$ cat config.mk
export PLATFORM = sky130hd
export DESIGN_NAME = absolute_loader_block_parser
export DESIGN_NICKNAME = d
export VERILOG_FILES = /design/src/hdl/albp_pkg.sv /design/src/hdl/absolute_loader_block_parser.sv /design/src/hdl/albp_in_stage.sv /design/src/hdl/albp_parser.sv /design/src/hdl/albp_out_stage.sv
export SDC_FILE = /design/constraint.sdc
export NUM_CORES = 1
export LEC_CHECK = 0
export BUFFER_PORTS_ARGS = -buffer_cell sky130_fd_sc_hd__buf_2
export CORE_ASPECT_RATIO = 0.5
export CORE_MARGIN = 1.5
export CORE_UTILIZATION = 25
export CTS_BUF_LIST = sky130_fd_sc_hd__clkbuf_8
export CTS_CLUSTER_SIZE = 12
export DETAILED_ROUTE_END_ITERATION = 16
export PLACE_DENSITY = 0.47
export RECOVER_POWER = 25
export SLEW_MARGIN = 40
export SYNTH_ARGS = -nofsm -noshare
export SYNTH_HDL_FRONTEND = slang
export SYNTH_HIERARCHICAL = 1
export SYNTH_SLANG_ARGS = --single-unit
$ cat constraint.sdc
create_clock -name clk -period 3 [get_ports clk]
set_input_delay 0.9 -clock clk [delete_from_list [all_inputs] [get_ports clk]]
set_output_delay 0.9 -clock clk [all_outputs]
set_load 0.05 [all_outputs]
$ cat src/hdl/albp_pkg.sv
`default_nettype none

package albp_pkg;

  // Result codes reported on the event_res field.
  localparam logic [2:0] EV_DATA    = 3'd0;
  localparam logic [2:0] EV_OK      = 3'd1;
  localparam logic [2:0] EV_BADSUM  = 3'd2;
  localparam logic [2:0] EV_START   = 3'd3;
  localparam logic [2:0] EV_NOSTART = 3'd4;
  localparam logic [2:0] EV_HDRERR  = 3'd5;
  localparam logic [2:0] EV_LENERR  = 3'd6;

  // Header, length and address bytes counted in a block's length word.
  localparam logic [15:0] OVERHEAD = 16'd6;

  // Low byte of the block header word.
  localparam logic [7:0] HEADER_LO = 8'h01;

  // One result request from the parser toward the output register.
  typedef struct packed {
    logic        valid;
    logic [2:0]  event_res;
    logic [15:0] address;
    logic [7:0]  value;
  } result_t;

endpackage

`default_nettype wire

$ cat src/hdl/absolute_loader_block_parser.sv
// Absolute-loader block stream parser.
//
// Input channel: in_valid, in_stall, in_byte carry one raw stream byte per
// request. Output channel: out_valid, out_stall, event_res, address, value
// carry at most one result per input byte (data byte, block ok, bad
// checksum, start address, end without start, header error, length error).
//
// Throughput is one byte per cycle while the receiver does not stall. A
// byte is captured in the input register and decoded against the parser
// state in the following cycle; its result enters the output register
// when the parser takes the byte. Bytes that give no result (zero fill,
// header, length and address bytes) only update the parser state.
//
// Reset (rst, synchronous) empties both registers and puts the parser back
// to hunting for a block header. When the receiver stalls, the output
// register holds its result, the input register holds one more byte, and
// in_stall then rises until the output drains.
`default_nettype none

module absolute_loader_block_parser (
  input  wire logic        clk,
  input  wire logic        rst,
  input  wire logic        in_valid,
  output logic             in_stall,
  input  wire logic [7:0]  in_byte,
  output logic             out_valid,
  input  wire logic        out_stall,
  output logic [2:0]       event_res,
  output logic [15:0]      address,
  output logic [7:0]       value
);

  logic              advance;
  logic              held_valid;
  logic [7:0]        held_byte;
  albp_pkg::result_t result;

  albp_in_stage u_in_stage (
    .clk        (clk),
    .rst        (rst),
    .in_valid   (in_valid),
    .in_stall   (in_stall),
    .in_byte    (in_byte),
    .advance    (advance),
    .held_valid (held_valid),
    .held_byte  (held_byte)
  );

  albp_parser u_parser (
    .clk       (clk),
    .rst       (rst),
    .fire      (held_valid && advance),
    .data_byte (held_byte),
    .result    (result)
  );

  albp_out_stage u_out_stage (
    .clk       (clk),
    .rst       (rst),
    .result    (result),
    .advance   (advance),
    .out_valid (out_valid),
    .out_stall (out_stall),
    .event_res (event_res),
    .address   (address),
    .value     (value)
  );

endmodule

`default_nettype wire

$ cat src/hdl/albp_in_stage.sv
`default_nettype none

module albp_in_stage (
  input  wire logic       clk,
  input  wire logic       rst,
  input  wire logic       in_valid,
  output logic            in_stall,
  input  wire logic [7:0] in_byte,
  input  wire logic       advance,
  output logic            held_valid,
  output logic [7:0]      held_byte
);

  // The held byte can be replaced only when the parser takes it this cycle.
  assign in_stall = held_valid && !advance;

  // Input register: loads a new request whenever the channel is not stalled.
  always_ff @(posedge clk) begin
    if (rst) begin
      held_valid <= 1'b0;
    end else if (!in_stall) begin
      held_valid <= in_valid;
    end
  end

  always_ff @(posedge clk) begin
    if (!in_stall) begin
      held_byte <= in_byte;
    end
  end

endmodule

`default_nettype wire

$ cat src/hdl/albp_parser.sv
`default_nettype none

module albp_parser (
  input  wire logic       clk,
  input  wire logic       rst,
  input  wire logic       fire,
  input  wire logic [7:0] data_byte,
  output albp_pkg::result_t result
);

  typedef enum logic [7:0] {
    PH_HUNT   = 8'b0000_0001,
    PH_HDR_HI = 8'b0000_0010,
    PH_LEN_LO = 8'b0000_0100,
    PH_LEN_HI = 8'b0000_1000,
    PH_ADR_LO = 8'b0001_0000,
    PH_ADR_HI = 8'b0010_0000,
    PH_DATA   = 8'b0100_0000,
    PH_CKSUM  = 8'b1000_0000
  } phase_t;

  phase_t      phase, phase_next;
  logic [7:0]  running_sum, running_sum_next;
  logic [15:0] bytes_left, bytes_left_next;
  logic [15:0] load_address, load_address_next;
  logic [15:0] block_start, block_start_next;
  logic [7:0]  low_byte_hold, low_byte_hold_next;

  logic [7:0]  sum_add;
  logic [15:0] word;

  assign sum_add = running_sum + data_byte;
  assign word    = {data_byte, low_byte_hold};

  // Next state and result for the byte held in the input register.
  always_comb begin
    phase_next         = phase;
    running_sum_next   = sum_add;
    bytes_left_next    = bytes_left;
    load_address_next  = load_address;
    block_start_next   = block_start;
    low_byte_hold_next = low_byte_hold;
    result             = '0;

    case (phase)
      PH_HUNT: begin
        running_sum_next = running_sum;
        if (data_byte != 8'd0) begin
          running_sum_next   = data_byte;
          low_byte_hold_next = data_byte;
          phase_next         = PH_HDR_HI;
        end
      end
      PH_HDR_HI: begin
        if (low_byte_hold != albp_pkg::HEADER_LO) begin
          phase_next       = PH_HUNT;
          result.valid     = 1'b1;
          result.event_res = albp_pkg::EV_HDRERR;
          result.value     = low_byte_hold;
        end else if (data_byte != 8'd0) begin
          phase_next       = PH_HUNT;
          result.valid     = 1'b1;
          result.event_res = albp_pkg::EV_HDRERR;
          result.value     = data_byte;
        end else begin
          phase_next = PH_LEN_LO;
        end
      end
      PH_LEN_LO: begin
        low_byte_hold_next = data_byte;
        phase_next         = PH_LEN_HI;
      end
      PH_LEN_HI: begin
        bytes_left_next = word;
        phase_next      = PH_ADR_LO;
      end
      PH_ADR_LO: begin
        low_byte_hold_next = data_byte;
        phase_next         = PH_ADR_HI;
      end
      PH_ADR_HI: begin
        load_address_next = word;
        block_start_next  = word;
        phase_next        = PH_HUNT;
        if (bytes_left < albp_pkg::OVERHEAD) begin
          result.valid     = 1'b1;
          result.event_res = albp_pkg::EV_LENERR;
          result.address   = word;
        end else if (bytes_left == albp_pkg::OVERHEAD) begin
          result.valid = 1'b1;
          if (!word[0]) begin
            result.event_res = albp_pkg::EV_START;
            result.address   = word;
          end else begin
            result.event_res = albp_pkg::EV_NOSTART;
          end
        end else begin
          bytes_left_next = bytes_left - albp_pkg::OVERHEAD;
          phase_next      = PH_DATA;
        end
      end
      PH_DATA: begin
        load_address_next = load_address + 16'd1;
        bytes_left_next   = bytes_left - 16'd1;
        if (bytes_left == 16'd1) begin
          phase_next = PH_CKSUM;
        end
        result.valid     = 1'b1;
        result.event_res = albp_pkg::EV_DATA;
        result.address   = load_address;
        result.value     = data_byte;
      end
      PH_CKSUM: begin
        phase_next       = PH_HUNT;
        result.valid     = 1'b1;
        result.event_res = (sum_add == 8'd0) ? albp_pkg::EV_OK : albp_pkg::EV_BADSUM;
        result.address   = block_start;
        result.value     = data_byte;
      end
      default: begin
        phase_next = PH_HUNT;
      end
    endcase

    if (!fire) begin
      result.valid = 1'b0;
    end
  end

  // Parser state advances only when a byte is consumed.
  always_ff @(posedge clk) begin
    if (rst) begin
      phase         <= PH_HUNT;
      running_sum   <= 8'd0;
      bytes_left    <= 16'd0;
      load_address  <= 16'd0;
      block_start   <= 16'd0;
      low_byte_hold <= 8'd0;
    end else if (fire) begin
      phase         <= phase_next;
      running_sum   <= running_sum_next;
      bytes_left    <= bytes_left_next;
      load_address  <= load_address_next;
      block_start   <= block_start_next;
      low_byte_hold <= low_byte_hold_next;
    end
  end

endmodule

`default_nettype wire

$ cat src/hdl/albp_out_stage.sv
`default_nettype none

module albp_out_stage (
  input  wire logic              clk,
  input  wire logic              rst,
  input  wire albp_pkg::result_t result,
  output logic                   advance,
  output logic                   out_valid,
  input  wire logic              out_stall,
  output logic [2:0]             event_res,
  output logic [15:0]            address,
  output logic [7:0]             value
);

  // The register can take a new result when it is empty or being drained.
  assign advance = !out_valid || !out_stall;

  always_ff @(posedge clk) begin
    if (rst) begin
      out_valid <= 1'b0;
    end else if (advance) begin
      out_valid <= result.valid;
    end
  end

  // Payload loads only with a valid result, so a stalled request holds.
  always_ff @(posedge clk) begin
    if (advance && result.valid) begin
      event_res <= result.event_res;
      address   <= result.address;
      value     <= result.value;
    end
  end

endmodule

`default_nettype wire

==> results.sh <==
export IMPL_hold_viol=0
export IMPL_cts_tree="done"
export IMPL_hpwl_um=13800
export IMPL_fin_nets=764
export IMPL_numCtsBuffers=9
export IMPL_ys_seq_elements=109
export IMPL_syn2layout_area_growth_pct=15.3
export IMPL_grt_pass1_vias=5426
export IMPL_synth_cells=693
export IMPL_diodes=0
export IMPL_yosys_warnings=6
export IMPL_fin_crit_ps=2820
export IMPL_max_stage_delay_ps=400
export IMPL_clock_sinks=109
export IMPL_synthDistinctLibCells=74
export IMPL_cp_max_fo=10
export IMPL_wl_um=19800
export IMPL_antenna_found_initial=0
export IMPL_period_share=0.941
export IMPL_cpMaxStageDelayCell="nand2b_1"
export IMPL_clkLatencyLatePin_ps=410
export IMPL_cts_root_buf="clkbuf_8"
export IMPL_postPlaceCellArea_um2=6880
export IMPL_postCtsSetupBuffers=0
export IMPL_p_leak_nw=2.59
export IMPL_gp_congestion=0.854
export IMPL_outcome="finished clean"
export IMPL_netlist_top_cells_area="dfxtp_1, edfxtp_1, nand2_1, nor2_1, a21oi_1"
export IMPL_final_max_slew_violation_count=0
export IMPL_hold_path_class="flip-flop to flip-flop"
export IMPL_rsz0062_at_grt="false"
export IMPL_antenna_left=0
export IMPL_setup_tns_ps=0
export IMPL_async_flop_share=0
export IMPL_start_util=0.255
export IMPL_via_per_inst=5.35
export IMPL_dieArea_um2=25600
export IMPL_crit_arrival_ps=1920
export IMPL_wl_per_cell_um=18.7
export IMPL_layout_drive_gt1_share=0.135
export IMPL_start_kind="input port"
export IMPL_design_area_um2=7080
export IMPL_end_kind="output pin"
export IMPL_rows=40
export IMPL_worstPathCellList="buf_2, nand2_1, nand2b_1, inv_1, buf_2"
export IMPL_p_per_area_nw_per_um2=416
export IMPL_setup_viol=0
export IMPL_cpMostUsedCell="buf_2"
export IMPL_power_total_mw=2.95
export IMPL_r2r_slack_ps=290
export IMPL_synthFlopType="dfxtp_1"
export IMPL_mappedNetlistArea_um2=6140
export IMPL_dieWidth_um=225
export IMPL_drv_cap=0
export IMPL_fin_worst_skew_ps=14.7
export IMPL_ir_drop_v=0.000225
export IMPL_overflow=0
export IMPL_synth_top_area_share=0.241
export IMPL_die_height_um=114
export IMPL_io_pins=41
export IMPL_cts_buffer_depth=2
export IMPL_drt_initial_drc_count=507
export IMPL_drc_errors=0
export IMPL_port_buffers=40
export IMPL_grt_usage=0.157
export IMPL_drt_pass1_iterations=6
export IMPL_grt_max_degree=68
export IMPL_yosysSeqAreaShare=0.413
export IMPL_fmax_mhz=354
export IMPL_required_ps=2100
export IMPL_grt_pass1_wl_um=31000
export IMPL_syn_nets=720
export IMPL_num_fill_cells=2591
export IMPL_core_um2=24000
export IMPL_synth_largest_area_cell="dfxtp_1"
export IMPL_avgSynthCellArea_um2=8.86
export IMPL_tightest_slew_ps=794
export IMPL_utilization=0.295
export IMPL_max_slew_margin_rel=0.466
export IMPL_synth_edf_count=35
export IMPL_clk_pin_slew_ps=110
export IMPL_h_tree_depth=3
export IMPL_critPathKind="input port to output pin"
export IMPL_vias=5651
export IMPL_synth_common_cells="dfxtp_1, nand2_1, nor2_1"
[cell usage in the layout, fill, tap and decap left out, types with 16 or more instances in the layout]
cell,instances
dfxtp_1,74
nand2_1,74
nor2_1,59
buf_4,45
a21oi_1,44
edfxtp_1,35
o21ai_0,30
clkbuf_1,26
nor3_1,23
nand3_1,22
mux2i_1,22
inv_1,20
a22oi_1,19
buf_2,16
[sequential cells by signal, indices dropped and copies added, names as in the netlist]
| name | cells |
|---|---|
| u_out_stage/address | 16 |
| u_parser/block_start | 16 |
| u_parser/bytes_left | 16 |
| u_parser/load_address | 16 |
| u_in_stage/held_byte | 8 |
| u_out_stage/value | 8 |
| u_parser/low_byte_hold | 8 |
| u_parser/phase | 8 |
| u_parser/running_sum | 8 |
| u_out_stage/event_res | 3 |
| u_in_stage/held_valid | 1 |
| u_out_stage/out_valid | 1 |
[critical path: cells and delay by family]
kind | cells | cell delay (ps)
buf+inv | 3 | 490
simple gates | 2 | 530
[layout make-up]
class / instances / area [µm²] / share of cell area
clock inverters: 7 / 115 / 0.0163
flip-flops and latches: 109 / 2530 / 0.358
inverters: 20 / 75.1 / 0.0106
multi-input cells: 509 / 3300 / 0.467
clock buffers: 9 / 124 / 0.0175
well taps: 315 / 394 / 0.0557
repair buffers: 88 / 536 / 0.0757
[routing by layer]
metal	wire (µm)	track usage	vias to the layer above
met4	403	0.0470	0
met3	1010	0.0307	26
met1	9740	0.221	2730
li1	-	-	2716
met2	8650	0.241	179
met5	0	0	-
[where the power goes]
| group | leakage (nW) | internal (mW) | switching, mW |
|---|---|---|---|
| Clock | 0.117 | 0.492 | 0.588 |
| Combinational | 1.56 | 0.109 | 0.191 |
| Sequential | 0.912 | 1.54 | 0.0282 |
| Total | 2.59 | 2.14 | 0.807 |
[through the flow]
step,hold slack [ps],cells,setup WS (ps)
4_1_cts,464,1057,285
5_1_grt,491,1057,77.7
3_3_place_gp,446,1041,302
6_report,462,1057,176
3_5_place_dp,449,1041,289
2_1_floorplan,436,693,28.3
[cell families after synthesis]
group           after synthesis  share of synthesized area
simple gates                257                      0.215
compound gates              207                      0.241
flops                       109                      0.413
buf+inv                      75                     0.0514
mux                          24                     0.0396
fa+ha+maj                    15                     0.0318
xor+xnor                      6                    0.00856
[what timing repair did]
item	4_1_cts	5_1_grt
hold buffers	0	0
endpoints found under the setup margin	0	27
resized for setup	0	1
[final timing paths]
path	from	end	depth (start not counted)
hold / removal	u_parser/block_start[10]	u_parser/block_start[10]	2
setup reg to reg	u_parser/low_byte_hold[5]	u_out_stage/address[12]	7
hold reg to reg	u_parser/block_start[10]	u_parser/block_start[10]	2
setup / recovery	out_stall	in_stall	5
Note: power is estimated with default switching activity, not from simulation.
